[src/bpm_pkg.sv]
// ----------------------------------------------------------------------------
// bpm_pkg
// Shared types and constants for the bracket pair matcher.
// ----------------------------------------------------------------------------
`default_nettype none

package bpm_pkg;

  // sizing
  localparam int STACK_DEPTH = 64;
  localparam int POS_W       = 16;
  localparam int CNT_W       = $clog2(STACK_DEPTH + 1);
  localparam int ADDR_W      = $clog2(STACK_DEPTH);

  // output queue sizing
  localparam int Q_DEPTH = 4;
  localparam int Q_PTR_W = $clog2(Q_DEPTH);
  localparam int Q_CNT_W = $clog2(Q_DEPTH + 1);

  // bracket characters
  localparam logic [7:0] CHAR_OPEN_ROUND   = 8'h28;
  localparam logic [7:0] CHAR_OPEN_SQUARE  = 8'h5B;
  localparam logic [7:0] CHAR_OPEN_CURLY   = 8'h7B;
  localparam logic [7:0] CHAR_CLOSE_ROUND  = 8'h29;
  localparam logic [7:0] CHAR_CLOSE_SQUARE = 8'h5D;
  localparam logic [7:0] CHAR_CLOSE_CURLY  = 8'h7D;

  // result kinds
  localparam logic RESULT_PAIR    = 1'b0;
  localparam logic RESULT_VERDICT = 1'b1;

  typedef enum logic [1:0] {
    KIND_ROUND  = 2'd0,
    KIND_SQUARE = 2'd1,
    KIND_CURLY  = 2'd2
  } kind_e;

  typedef enum logic [1:0] {
    VERDICT_RIGHT       = 2'd0,
    VERDICT_WRONG_CLOSE = 2'd1,
    VERDICT_UNCLOSED    = 2'd2,
    VERDICT_OVERFLOW    = 2'd3
  } verdict_e;

  typedef struct packed {
    logic [7:0] symbol;
    logic       is_last;
  } bpm_in_t;

  typedef struct packed {
    logic             result_kind;
    logic [POS_W-1:0] open_position;
    logic [POS_W-1:0] close_position;
    logic [1:0]       verdict;
    logic [POS_W-1:0] error_position;
    logic             last_result;
  } bpm_out_t;

  typedef struct packed {
    logic [1:0]       kind;
    logic [POS_W-1:0] pos;
  } stack_entry_t;

  localparam int ENTRY_W = $bits(stack_entry_t);

  // results produced by one byte, first word before second
  typedef struct packed {
    logic     vld0;
    logic     vld1;
    bpm_out_t res0;
    bpm_out_t res1;
  } bpm_push_t;

endpackage

`default_nettype wire

[src/bpm_ram.sv]
// ----------------------------------------------------------------------------
// bpm_ram
// Generic single write port, single read port RAM with registered read.
// ----------------------------------------------------------------------------
`default_nettype none

module bpm_ram #(
  parameter int WIDTH = 8,
  parameter int DEPTH = 16
) (
  input  wire logic                     clk_i,
  input  wire logic                     we_i,
  input  wire logic [$clog2(DEPTH)-1:0] waddr_i,
  input  wire logic [WIDTH-1:0]         wdata_i,
  input  wire logic [$clog2(DEPTH)-1:0] raddr_i,
  output logic      [WIDTH-1:0]         rdata_o
);

  logic [WIDTH-1:0] mem [DEPTH];
  logic [WIDTH-1:0] rdata_q;

  always_ff @(posedge clk_i) begin
    if (we_i) begin
      mem[waddr_i] <= wdata_i;
    end
    rdata_q <= mem[raddr_i];
  end

  assign rdata_o = rdata_q;

endmodule

`default_nettype wire

[src/bpm_core.sv]
// ----------------------------------------------------------------------------
// bpm_core
// Stack control: push and pop against the stack RAM, failure tracking and
// verdict generation. The top entry for the next byte is prefetched.
// ----------------------------------------------------------------------------
`default_nettype none

module bpm_core
  import bpm_pkg::*;
(
  input  wire logic      clk_i,
  input  wire logic      rst_ni,
  input  wire logic      accept_i,
  input  wire bpm_in_t   item_i,
  output bpm_push_t      push_o
);

  logic [CNT_W-1:0] count_q, count_d;
  logic [POS_W-1:0] pos_q, pos_d;
  logic             failed_q, failed_d;
  logic [1:0]       code_q, code_d;
  logic [POS_W-1:0] fpos_q, fpos_d;
  logic             fwd_q, fwd_d;
  stack_entry_t     fwd_data_q, fwd_data_d;

  logic [ENTRY_W-1:0] rdata;
  logic [ADDR_W-1:0]  raddr;
  logic [CNT_W-1:0]   count_dec;
  stack_entry_t       top;
  stack_entry_t       push_entry;

  logic      is_open, is_close;
  kind_e     open_kind, close_kind;
  logic      empty, full, active;
  logic      do_push, do_pop, fail_ovf, fail_close, finish;
  logic      failed_n;
  logic [1:0] code_n;
  logic [POS_W-1:0] fpos_n;
  logic [CNT_W-1:0] count_after;
  bpm_out_t  pair_res, verdict_res;

  // decode the byte
  always_comb begin
    is_open    = 1'b0;
    is_close   = 1'b0;
    open_kind  = KIND_ROUND;
    close_kind = KIND_ROUND;
    unique case (item_i.symbol)
      CHAR_OPEN_ROUND: begin
        is_open = 1'b1;
        open_kind = KIND_ROUND;
      end
      CHAR_OPEN_SQUARE: begin
        is_open = 1'b1;
        open_kind = KIND_SQUARE;
      end
      CHAR_OPEN_CURLY: begin
        is_open = 1'b1;
        open_kind = KIND_CURLY;
      end
      CHAR_CLOSE_ROUND: begin
        is_close = 1'b1;
        close_kind = KIND_ROUND;
      end
      CHAR_CLOSE_SQUARE: begin
        is_close = 1'b1;
        close_kind = KIND_SQUARE;
      end
      CHAR_CLOSE_CURLY: begin
        is_close = 1'b1;
        close_kind = KIND_CURLY;
      end
      default: begin
        is_open  = 1'b0;
        is_close = 1'b0;
      end
    endcase
  end

  // a push in the previous cycle bypasses the ram read of the same entry
  assign top = fwd_q ? fwd_data_q : stack_entry_t'(rdata);

  assign empty  = (count_q == '0);
  assign full   = (count_q == CNT_W'(STACK_DEPTH));
  assign active = accept_i && !failed_q;
  assign finish = accept_i && item_i.is_last;

  assign do_push    = active && is_open && !full;
  assign fail_ovf   = active && is_open && full;
  assign do_pop     = active && is_close && !empty && (top.kind == close_kind);
  assign fail_close = active && is_close && !do_pop;

  assign push_entry.kind = open_kind;
  assign push_entry.pos  = pos_q;

  always_comb begin
    failed_n = failed_q;
    code_n   = code_q;
    fpos_n   = fpos_q;
    if (fail_ovf) begin
      failed_n = 1'b1;
      code_n   = VERDICT_OVERFLOW;
      fpos_n   = pos_q;
    end else if (fail_close) begin
      failed_n = 1'b1;
      code_n   = VERDICT_WRONG_CLOSE;
      fpos_n   = pos_q;
    end
  end

  always_comb begin
    count_after = count_q;
    if (do_push) begin
      count_after = count_q + 1'b1;
    end else if (do_pop) begin
      count_after = count_q - 1'b1;
    end
  end

  // result words
  always_comb begin
    pair_res                = '0;
    pair_res.result_kind    = RESULT_PAIR;
    pair_res.open_position  = top.pos;
    pair_res.close_position = pos_q;

    verdict_res             = '0;
    verdict_res.result_kind = RESULT_VERDICT;
    verdict_res.last_result = 1'b1;
    if (failed_n) begin
      verdict_res.verdict        = code_n;
      verdict_res.error_position = fpos_n;
    end else if (count_after != '0) begin
      verdict_res.verdict        = VERDICT_UNCLOSED;
      verdict_res.error_position = pos_q;
    end else begin
      verdict_res.verdict        = VERDICT_RIGHT;
      verdict_res.error_position = '0;
    end
  end

  assign push_o.vld0 = do_pop || finish;
  assign push_o.vld1 = do_pop && finish;
  assign push_o.res0 = do_pop ? pair_res : verdict_res;
  assign push_o.res1 = verdict_res;

  // next state
  always_comb begin
    count_d    = count_after;
    pos_d      = pos_q;
    failed_d   = failed_n;
    code_d     = code_n;
    fpos_d     = fpos_n;
    fwd_d      = do_push;
    fwd_data_d = push_entry;
    if (accept_i && (pos_q != '1)) begin
      pos_d = pos_q + 1'b1;
    end
    if (finish) begin
      count_d  = '0;
      pos_d    = '0;
      failed_d = 1'b0;
      code_d   = VERDICT_RIGHT;
      fpos_d   = '0;
    end
  end

  // prefetch the entry that will be on top for the next byte
  assign count_dec = count_d - 1'b1;
  assign raddr     = count_dec[ADDR_W-1:0];

  always_ff @(posedge clk_i or negedge rst_ni) begin
    if (!rst_ni) begin
      count_q  <= '0;
      pos_q    <= '0;
      failed_q <= 1'b0;
      code_q   <= VERDICT_RIGHT;
      fpos_q   <= '0;
      fwd_q    <= 1'b0;
    end else begin
      count_q  <= count_d;
      pos_q    <= pos_d;
      failed_q <= failed_d;
      code_q   <= code_d;
      fpos_q   <= fpos_d;
      fwd_q    <= fwd_d;
    end
  end

  always_ff @(posedge clk_i) begin
    fwd_data_q <= fwd_data_d;
  end

  bpm_ram #(
    .WIDTH (ENTRY_W),
    .DEPTH (STACK_DEPTH)
  ) u_stack_ram (
    .clk_i   (clk_i),
    .we_i    (do_push),
    .waddr_i (count_q[ADDR_W-1:0]),
    .wdata_i (push_entry),
    .raddr_i (raddr),
    .rdata_o (rdata)
  );

`ifndef SYNTH
  a_count_bound: assert property (@(posedge clk_i) disable iff (!rst_ni)
    count_q <= CNT_W'(STACK_DEPTH))
    else $error("stack count above depth");

  a_finish_clears: assert property (@(posedge clk_i) disable iff (!rst_ni)
    finish |=> (count_q == '0) && (pos_q == '0) && !failed_q)
    else $error("state not cleared after last byte");

  a_fail_sticky: assert property (@(posedge clk_i) disable iff (!rst_ni)
    (failed_q && !finish) |=> failed_q)
    else $error("failure flag dropped before last byte");

  a_fwd_after_push: assert property (@(posedge clk_i) disable iff (!rst_ni)
    fwd_q |-> $past(do_push))
    else $error("forward set without a push");
`endif

endmodule

`default_nettype wire

[src/bpm_out_queue.sv]
// ----------------------------------------------------------------------------
// bpm_out_queue
// Small result queue: takes up to two words per cycle, hands out one.
// ----------------------------------------------------------------------------
`default_nettype none

module bpm_out_queue
  import bpm_pkg::*;
(
  input  wire logic      clk_i,
  input  wire logic      rst_ni,
  input  wire bpm_push_t push_i,
  output logic           room_o,
  output logic           out_valid_o,
  input  wire logic      out_ready_i,
  output bpm_out_t       out_data_o
);

  bpm_out_t           mem_q [Q_DEPTH];
  logic [Q_PTR_W-1:0] wr_ptr_q, wr_ptr_d;
  logic [Q_PTR_W-1:0] rd_ptr_q, rd_ptr_d;
  logic [Q_CNT_W-1:0] cnt_q, cnt_d;
  logic [Q_PTR_W-1:0] wr_ptr_nxt;
  logic               pop;

  assign pop         = out_valid_o && out_ready_i;
  assign out_valid_o = (cnt_q != '0);
  assign out_data_o  = mem_q[rd_ptr_q];
  // room for the two words one byte can produce
  assign room_o      = (cnt_q <= Q_CNT_W'(Q_DEPTH - 2));
  assign wr_ptr_nxt  = wr_ptr_q + 1'b1;

  always_comb begin
    wr_ptr_d = wr_ptr_q + Q_PTR_W'(push_i.vld0) + Q_PTR_W'(push_i.vld1);
    rd_ptr_d = rd_ptr_q + Q_PTR_W'(pop);
    cnt_d    = cnt_q + Q_CNT_W'(push_i.vld0) + Q_CNT_W'(push_i.vld1) - Q_CNT_W'(pop);
  end

  always_ff @(posedge clk_i or negedge rst_ni) begin
    if (!rst_ni) begin
      wr_ptr_q <= '0;
      rd_ptr_q <= '0;
      cnt_q    <= '0;
    end else begin
      wr_ptr_q <= wr_ptr_d;
      rd_ptr_q <= rd_ptr_d;
      cnt_q    <= cnt_d;
    end
  end

  always_ff @(posedge clk_i) begin
    if (push_i.vld0) begin
      mem_q[wr_ptr_q] <= push_i.res0;
    end
    if (push_i.vld1) begin
      mem_q[wr_ptr_nxt] <= push_i.res1;
    end
  end

`ifndef SYNTH
  a_cnt_bound: assert property (@(posedge clk_i) disable iff (!rst_ni)
    cnt_q <= Q_CNT_W'(Q_DEPTH))
    else $error("queue count above depth");

  a_second_needs_first: assert property (@(posedge clk_i) disable iff (!rst_ni)
    push_i.vld1 |-> push_i.vld0)
    else $error("second word without first");

  a_no_overflow: assert property (@(posedge clk_i) disable iff (!rst_ni)
    push_i.vld0 |-> (cnt_q <= Q_CNT_W'(Q_DEPTH - 2)))
    else $error("write into a full queue");
`endif

endmodule

`default_nettype wire

[src/bracket_pair_matcher.sv]
// ----------------------------------------------------------------------------
// bracket_pair_matcher
// Streams text bytes, matches (), [] and {} pairs with a stack in RAM and
// reports each matched pair plus a final verdict per text.
// ----------------------------------------------------------------------------
// a result word is formed combinationally when the byte is accepted and offered from the output queue
// throughput: one byte per cycle while in_ready_o is high; the stack top is
//   prefetched from the stack RAM for the next byte, a push in the previous cycle is forwarded
// in_ready_o drops while more than two result words wait in the queue
// reset: asynchronous, clears stack count, position, failure state and the
//   queue; stack RAM is not cleared, entries above the count are never used
`default_nettype none

module bracket_pair_matcher
  import bpm_pkg::*;
(
  input  wire logic    clk_i,
  input  wire logic    rst_ni,
  input  wire logic    in_valid_i,
  output logic         in_ready_o,
  input  wire bpm_in_t in_data_i,
  output logic         out_valid_o,
  input  wire logic    out_ready_i,
  output bpm_out_t     out_data_o
);

  logic      accept;
  bpm_push_t push;

  assign accept = in_valid_i && in_ready_o;

  bpm_core u_core (
    .clk_i    (clk_i),
    .rst_ni   (rst_ni),
    .accept_i (accept),
    .item_i   (in_data_i),
    .push_o   (push)
  );

  bpm_out_queue u_out_queue (
    .clk_i       (clk_i),
    .rst_ni      (rst_ni),
    .push_i      (push),
    .room_o      (in_ready_o),
    .out_valid_o (out_valid_o),
    .out_ready_i (out_ready_i),
    .out_data_o  (out_data_o)
  );

endmodule

`default_nettype wire

[config.mk]
export PLATFORM = sky130hd
export DESIGN_NAME = bracket_pair_matcher
export DESIGN_NICKNAME = d
export VERILOG_FILES = /design/src/bpm_pkg.sv /design/src/bpm_ram.sv /design/src/bpm_core.sv /design/src/bpm_out_queue.sv /design/src/bracket_pair_matcher.sv
export SDC_FILE = /design/constraint.sdc
export NUM_CORES = 2
export LEC_CHECK = 0
export BUFFER_PORTS_ARGS = -buffer_cell sky130_fd_sc_hd__buf_2
export CAP_MARGIN = 20
export CORE_UTILIZATION = 50
export CTS_CLUSTER_SIZE = 30
export DETAILED_ROUTE_END_ITERATION = 8
export PLACE_DENSITY = 0.67
export SKIP_CTS_REPAIR_TIMING = 1
export SYNTH_ARGS = -nofsm -noshare
export SYNTH_HDL_FRONTEND = slang
export SYNTH_SLANG_ARGS = --single-unit
[constraint.sdc]
create_clock -name clk_i -period 5.3 [get_ports clk_i]
set_input_delay 0.795 -clock clk_i [delete_from_list [all_inputs] [get_ports clk_i]]
set_output_delay 0.795 -clock clk_i [all_outputs]
set_load 0.02 [all_outputs]
# After elaboration in Yosys (flattened, before gate mapping)
# Memory sizes are Yosys's and may differ from the RTL's. A register that Yosys moved wholly into a read port is not among the register bits.
# Cells that the tools add are included.
[classes]
addsub = 11
n_lt_le_gt_ge = 1
n_eq_ne = 9
muxes = 28
reduce_logical = 24
[ops]
columns = ["operator", "count"]
rows = [
  ["$mux 16", 5],
  ["$mux 18", 3],
  ["$mux 52", 1],
  ["$eq 8x7->1 const B", 4],
  ["$mux 7", 3],
  ["$add 16x1->16 const B", 1],
  ["$eq 8x6->1 const B", 2],
  ["$ne 16x16->1 const B", 1],
  ["$logic_and 1x1->1", 13],
  ["$mux 1", 11],
  ["$pmux 2 s2", 2],
  ["$add 7x1->7 const B", 1],
  ["$eq 7x7->1 const B", 1],
  ["$logic_not 7->1", 1],
  ["$reduce_bool 7->1", 1],
  ["$sub 7x1->7 const B", 1],
  ["$add 2x1->2", 3],
  ["$add 3x1->3", 2],
  ["$mux 2", 3],
  ["$reduce_or 3->1", 2],
  ["$sub 6x1->6 const B", 1],
  ["$logic_not 1->1", 4],
  ["$le 3x2->1 const B", 1],
  ["$reduce_bool 3->1", 1],
  ["other kinds (5)", 5],
]
[totals]
reg_bits = 68
mem_bits_rw = 1360
in_bits = 13
output_inout_bits = 54
elab_cells = 86
memories = 2
[mem_list]
columns = ["name", "words", "width", "rd", "rd_ports_with_merged_regs", "write_ports", "line", "source"]
rows = [
  ["u_core.u_stack_ram.mem", 64, 18, 1, 1, 1, "bpm_ram.sv:19", "logic [WIDTH-1:0] mem [DEPTH];"],
  ["u_out_queue.mem_q", 4, 52, 1, 0, 2, "bpm_out_queue.sv:19", "bpm_out_t mem_q [Q_DEPTH];"],
]

# Longest topological paths before layout
[logic_depth]
ltp_word = 12
ltp_mapped = 27
ltp_nobuf = 19

# Hierarchy
# From an unflattened synthesis, not the netlist that was laid out.
[unflattened]
cells_unflattened = 2966
area_unflattened_um2 = 59179.3
[modules_own_cells]
columns = ["mod", "instances", "cells_per_inst", "area_each_um2"]
rows = [
  ["bpm_ram", 1, 1957, 44621.5],
  ["bpm_out_queue", 1, 537, 10373.7],
  ["bpm_core", 1, 471, 4177.8],
  ["bracket_pair_matcher", 1, 1, 6.3],
]

# Least setup slack after synthesis
# Ideal clock, no wire load.
[synth_timing]
kind = "input-to-reg"
start = "in in_data_i[5] (netlist bit)"
end = "reg u_core.u_stack_ram.rdata_q[0], in the netlist u_core.u_stack_ram.rdata_o[0] (read register of u_core.u_stack_ram.mem)"
setup_time_ns = 0.121
t_arrival_ns = 4.600
slack_ns = 0.579
path_stages = 19
path_buffers = 7
cell_sequence = "and4bb_1 > or4b_4 > a21oi_4 > a31oi_1 > nand2_1 > and3_1 > clkbuf_1 > buf_2 > buf_6 > buf_2 > inv_1 > ha_1 > clkbuf_1 > clkbuf_1 > clkbuf_1 > mux4_2 > mux2i_1 > o32a_1 > nand3_1"
[synth_between]
elab_chain_len = 10
elab_cells_between_ends = 21
cone_classes = "1 x add/sub; 7 x eq/ne; 6 x mux; 7 x reduce/logical"
[synth_lines]
columns = ["element", "line", "source"]
rows = [
  ["from (decl)", "bracket_pair_matcher.sv:21", "input wire bpm_in_t in_data_i,"],
  ["$eq 8x6->1 / $eq 8x7->1 (equally long branches)", "bpm_core.sv:48", "unique case (item_i.symbol)"],
  ["$reduce_or 3->1 (no source line)", "n/a", ""],
  ["$mux 1", "bpm_core.sv:48", ""],
  ["$logic_and 1x1->1 (3 in a row)", "bpm_core.sv:90", "assign do_pop = active && is_close && !empty && (top.kind == close_kind);"],
  ["$mux 7", "bpm_core.sv:115", "end else if (do_pop) begin"],
  ["$mux 7 *", "bpm_core.sv:113", "if (do_push) begin"],
  ["$mux 7 *", "bpm_core.sv:159", "if (finish) begin"],
  ["via u_core.count_d[0]", "bpm_core.sv:18", "logic [CNT_W-1:0] count_q, count_d;"],
  ["$sub 6x1->6 *", "bpm_core.sv:169", "assign count_dec = count_d - 1'b1;"],
  ["to (decl)", "bpm_ram.sv:20", "logic [WIDTH-1:0] rdata_q;"],
]
# Mark *: on every way through the listed nets, which the timed path passes. The rest lies on a longest branch.
# A chain may end at the register's enable or synchronous reset.

# Worst setup path in the final report
[layout_timing]
start = "reg u_core.count_q[1]"
end = "reg u_core.u_stack_ram.rdata_q[13], in the netlist u_core.u_stack_ram.rdata_o[13] (read register of u_core.u_stack_ram.mem)"
[layout_between]
elab_chain_len = 8
elab_cells_between_ends = 13
cone_classes = "3 x add/sub; 1 x eq/ne; 3 x mux; 6 x reduce/logical"
[layout_lines]
columns = ["element", "line", "source"]
rows = [
  ["from (decl)", "bpm_core.sv:18", ""],
  ["from (signal assigned)", "bpm_core.sv:181", "count_q <= count_d;"],
  ["parallel branches: the longest is 5 deep, another holds $sub 7x1->7", "n/a", ""],
  ["$mux 7 *", "bpm_core.sv:113", ""],
  ["$mux 7 *", "bpm_core.sv:159", ""],
  ["$sub 6x1->6 *", "bpm_core.sv:169", ""],
]
# Mark *: on every way between the ends.

==> results.cfg <==
[outcome]
status = completed

[synthesis]
ys.flop_type = edfxtp_1
syn_area_sq_um = 56400
ys_types = 73
synth-xor-area-share = 0.00386
ys_ff_latch = 1442
synth_mux_area_frac = 0.154
syn_inst = 3049
synth-compound-area-share = 0.0387
avgSynthCellArea_sq_um = 18.5
synth_fa_ha_area_frac = 0.00262
yosysWarningCount = 0
syn-num-nets = 3072
async_reset_ff_frac = 0.0347
yosysSeqAreaShare = 0.733
synth_top_family_by_area = multiplexers
yosys.area_share.simple = 0.0506
synth_edf_count = 1224

[clocking]
clock_latency_ns = 0.74
cts_tree = built
clk_path_buf_depth = 3
cts.sinks = 1442
h-tree-depth = 4
clk_pin_slew_worst_paths_ns = 0.06
numCtsBuffers = 141
clock_tree.root_cell = clkbuf_16

[worst_setup_path]
critPathMaxFanout = 20
crit_slowest_cell = o211a_2
arrival_ns = 5.68
end_kind = flop
crit_type = flop to flop
path_buf_inv = 4
cp-start-kind = flop
crit_family = compound AO/OA/AOI/OAI gates
required_ns = 5.97
crit_chain = inv_1 -> ha_1 -> nor2b_1 -> nand3_1 -> o211ai_1 -> buf_4 -> o21ai_0 -> mux2i_1 -> a21oi_1 -> or2_2 -> ha_4 -> inv_1 -> nor2_1 -> a21oi_1 -> o211a_2 -> buf_4 -> nand2_1 -> a31oi_1 -> nand4_1 -> nand3_1
slowest_delay_ns = 0.54

[global_route]
grt_pass1_vias = 29944
grt-ovfl-total = 0
grt_max_degree = 83
grt_pass1_wl_um = 202000
track_usage = 0.244
antenna_found_initial = 1

[pwr]
leakage_nw = 21.4
ir_worst_vdd_mv = 0.335
p_per_area_nw_per_um2 = 423

[die]
die_area_sq_um = 114000
rows = 122
core_sq_um = 111000
fp.dieH_um = 338
die_w_um = 338
ios = 67
initial_core_util = 0.507

[timing]
drv_slew = 0
finalCriticalPeriod_ns = 5.01
slew_headroom = 0.277
worstMarginPinSlew_ns = 1.08
tns_ns = 0
finalCritPeriodShare = 0.945
fin_skew_ns = 0.0310
fmax_mhz = 200
setup_viol = 0
rsz0062_at_grt = false
hold_violations = 0

[min_path]
holdCritPathClass = primary input to async pin

[routing]
num_vias = 30091
wl_um = 137000
drt-initial-drc-count = 3589
ant_nets = 0
drt-pass1-iter-count = 7
drc = 0
viasPerCell = 6.27
wl_per_cell_um = 28.6

[placed_design]
dp_hpwl_um = 80600
gp_congestion = 0.934
placed_area_sq_um = 59100
io_buffers = 66

[final_layout]
drive_above_1_share = 0.250
num_antenna_cells = 0
syn_to_final_growth_pct = 13.0
nets = 3225
stdcell_area_sq_um = 63800

[flow_run]
maxCapViolations = 0
==> placed cells by master, fill, tap and decap left out, types with 16 or more instances in the layout <==
master and count:
dfrtp_2 17, clkinv_1 26, o21ai_0 28, o32a_1 36
buf_4 117, mux2i_1 102, nor2_2 30, inv_1 22
clkbuf_1 29, clkinv_2 16, nor2_1 186, buf_12 16
nand3_1 87, a31oi_1 19, nand4_1 21, clkbuf_16 148
a22o_1 104, a21oi_1 33, nand2_1 211, edfxtp_1 1224
dfxtp_1 168, mux4_2 339, buf_2 66, dfrtp_1 32
==> layer usage <==
metal,vias up,global-route usage,share of wire
met2,1536,0.376,0.47
met5,-,0,0.000095
met3,256,0.0493,0.087
li1,12568,-,-
met4,2,0.0908,0.036
met1,15729,0.347,0.41
==> worst register-to-register path: cells and delay by family, from the launching register on <==
family,cells,cell delay [ns]
AO/OA/AOI/OAI,6,1.46
adder cells (fa/ha/maj),2,0.42
buffers and inverters,4,1.04
flip-flops,1,0.51
multiplexers,1,0.17
AND/OR/NAND/NOR,7,1.36
==> cell families (layout without fill, tap and decap cells) <==
logic type                 count (synthesis)  in the layout
AOI/OAI and AO/OA                        277            277
xor gates and xnor gates                  24             24
adders and majority gates                 10             10
buffers and inverters                    214            479
DFF                                     1442           1442
muxes                                    443            443
and+or+nand+nor                          639            639
==> stage by stage <==
| stage | utilization | total power (W) | setup slack, ns | cells | hold WS [ns] |
|---|---|---|---|---|---|
| finish | 0.573 | 0.0270 | 0.290 | 4802 | 0.193 |
| global placement | 0.531 | 0.0172 | 0.170 | 4542 | 0.429 |
| floorplan | - | 0.0158 | 0.579 | 3049 | 0.419 |
| detailed placement | 0.531 | 0.0173 | 0.0334 | 4543 | 0.444 |
| global route | 0.573 | 0.0278 | 0.143 | 4802 | 0.239 |
| CTS | 0.573 | 0.0271 | 0.443 | 4798 | 0.173 |
==> worst paths after layout <==
check                      slack, ns                                      to  cells past startpoint                                 start
max                             0.29  u_core.u_stack_ram.rdata_o[13]$_DFF_P_                     20           u_core.count_q[1]$_DFF_PN0_
min                             0.19             u_core.fpos_q[14]$_DFF_PN0_                      2                                rst_ni
max reg2reg                     0.29  u_core.u_stack_ram.rdata_o[13]$_DFF_P_                     20           u_core.count_q[1]$_DFF_PN0_
min reg2reg                     0.45    u_out_queue.mem_q[0][0]$_SDFFE_PP1P_                      2  u_out_queue.mem_q[0][0]$_SDFFE_PP1P_
max in group asynchronous       4.59       u_out_queue.rd_ptr_q[0]$_DFF_PN0_                      2                                rst_ni
min in group clk_i              0.44       u_out_queue.rd_ptr_q[0]$_DFF_PN0_                      3                           out_ready_i
==> state kept, by name, summed over array words and instances, names as in the netlist <==
name,cells
u_out_queue.mem_q,204
u_core.u_stack_ram.mem,1152
u_core.code_q,2
u_out_queue.wr_ptr_q,2
u_core.fpos_q,16
u_out_queue.rd_ptr_q,2
u_core.fwd_q,1
u_core.u_stack_ram.rdata_o,18
u_out_queue.cnt_q,3
u_core.count_q,7
u_core.pos_q,16
u_core.fwd_data_q,18
u_core.failed_q,1
==> Yosys cell counts, drive strengths merged (36+ instances only) <==
cell type	n	area [sq um]
a22o	104	911
buf	81	485
clkbuf	111	424
dfrtp	50	1250
dfxtp	168	3360
edfxtp	1224	36800
mux2i	102	1020
mux4	339	7630
nand2	212	798
nand3	87	435
nor2	217	815
o32a	36	360
==> layout make-up <==
class,count,area [sq um]
fill,8053,47500
sequential,1442,41400
multi-input combinational,1393,14300
clock buffer,183,3890
tap,1488,1860
timing repair buffer,202,1590
clock inverter,72,722
inverter,22,82.6
==> power breakdown <==
part           internal (W)  switching, W  leakage (nW)
clock               0.00582       0.00412          2.23
sequential           0.0126      0.000172          13.4
combinational       0.00167       0.00265          5.80
(Power assumes the default switching activity.)
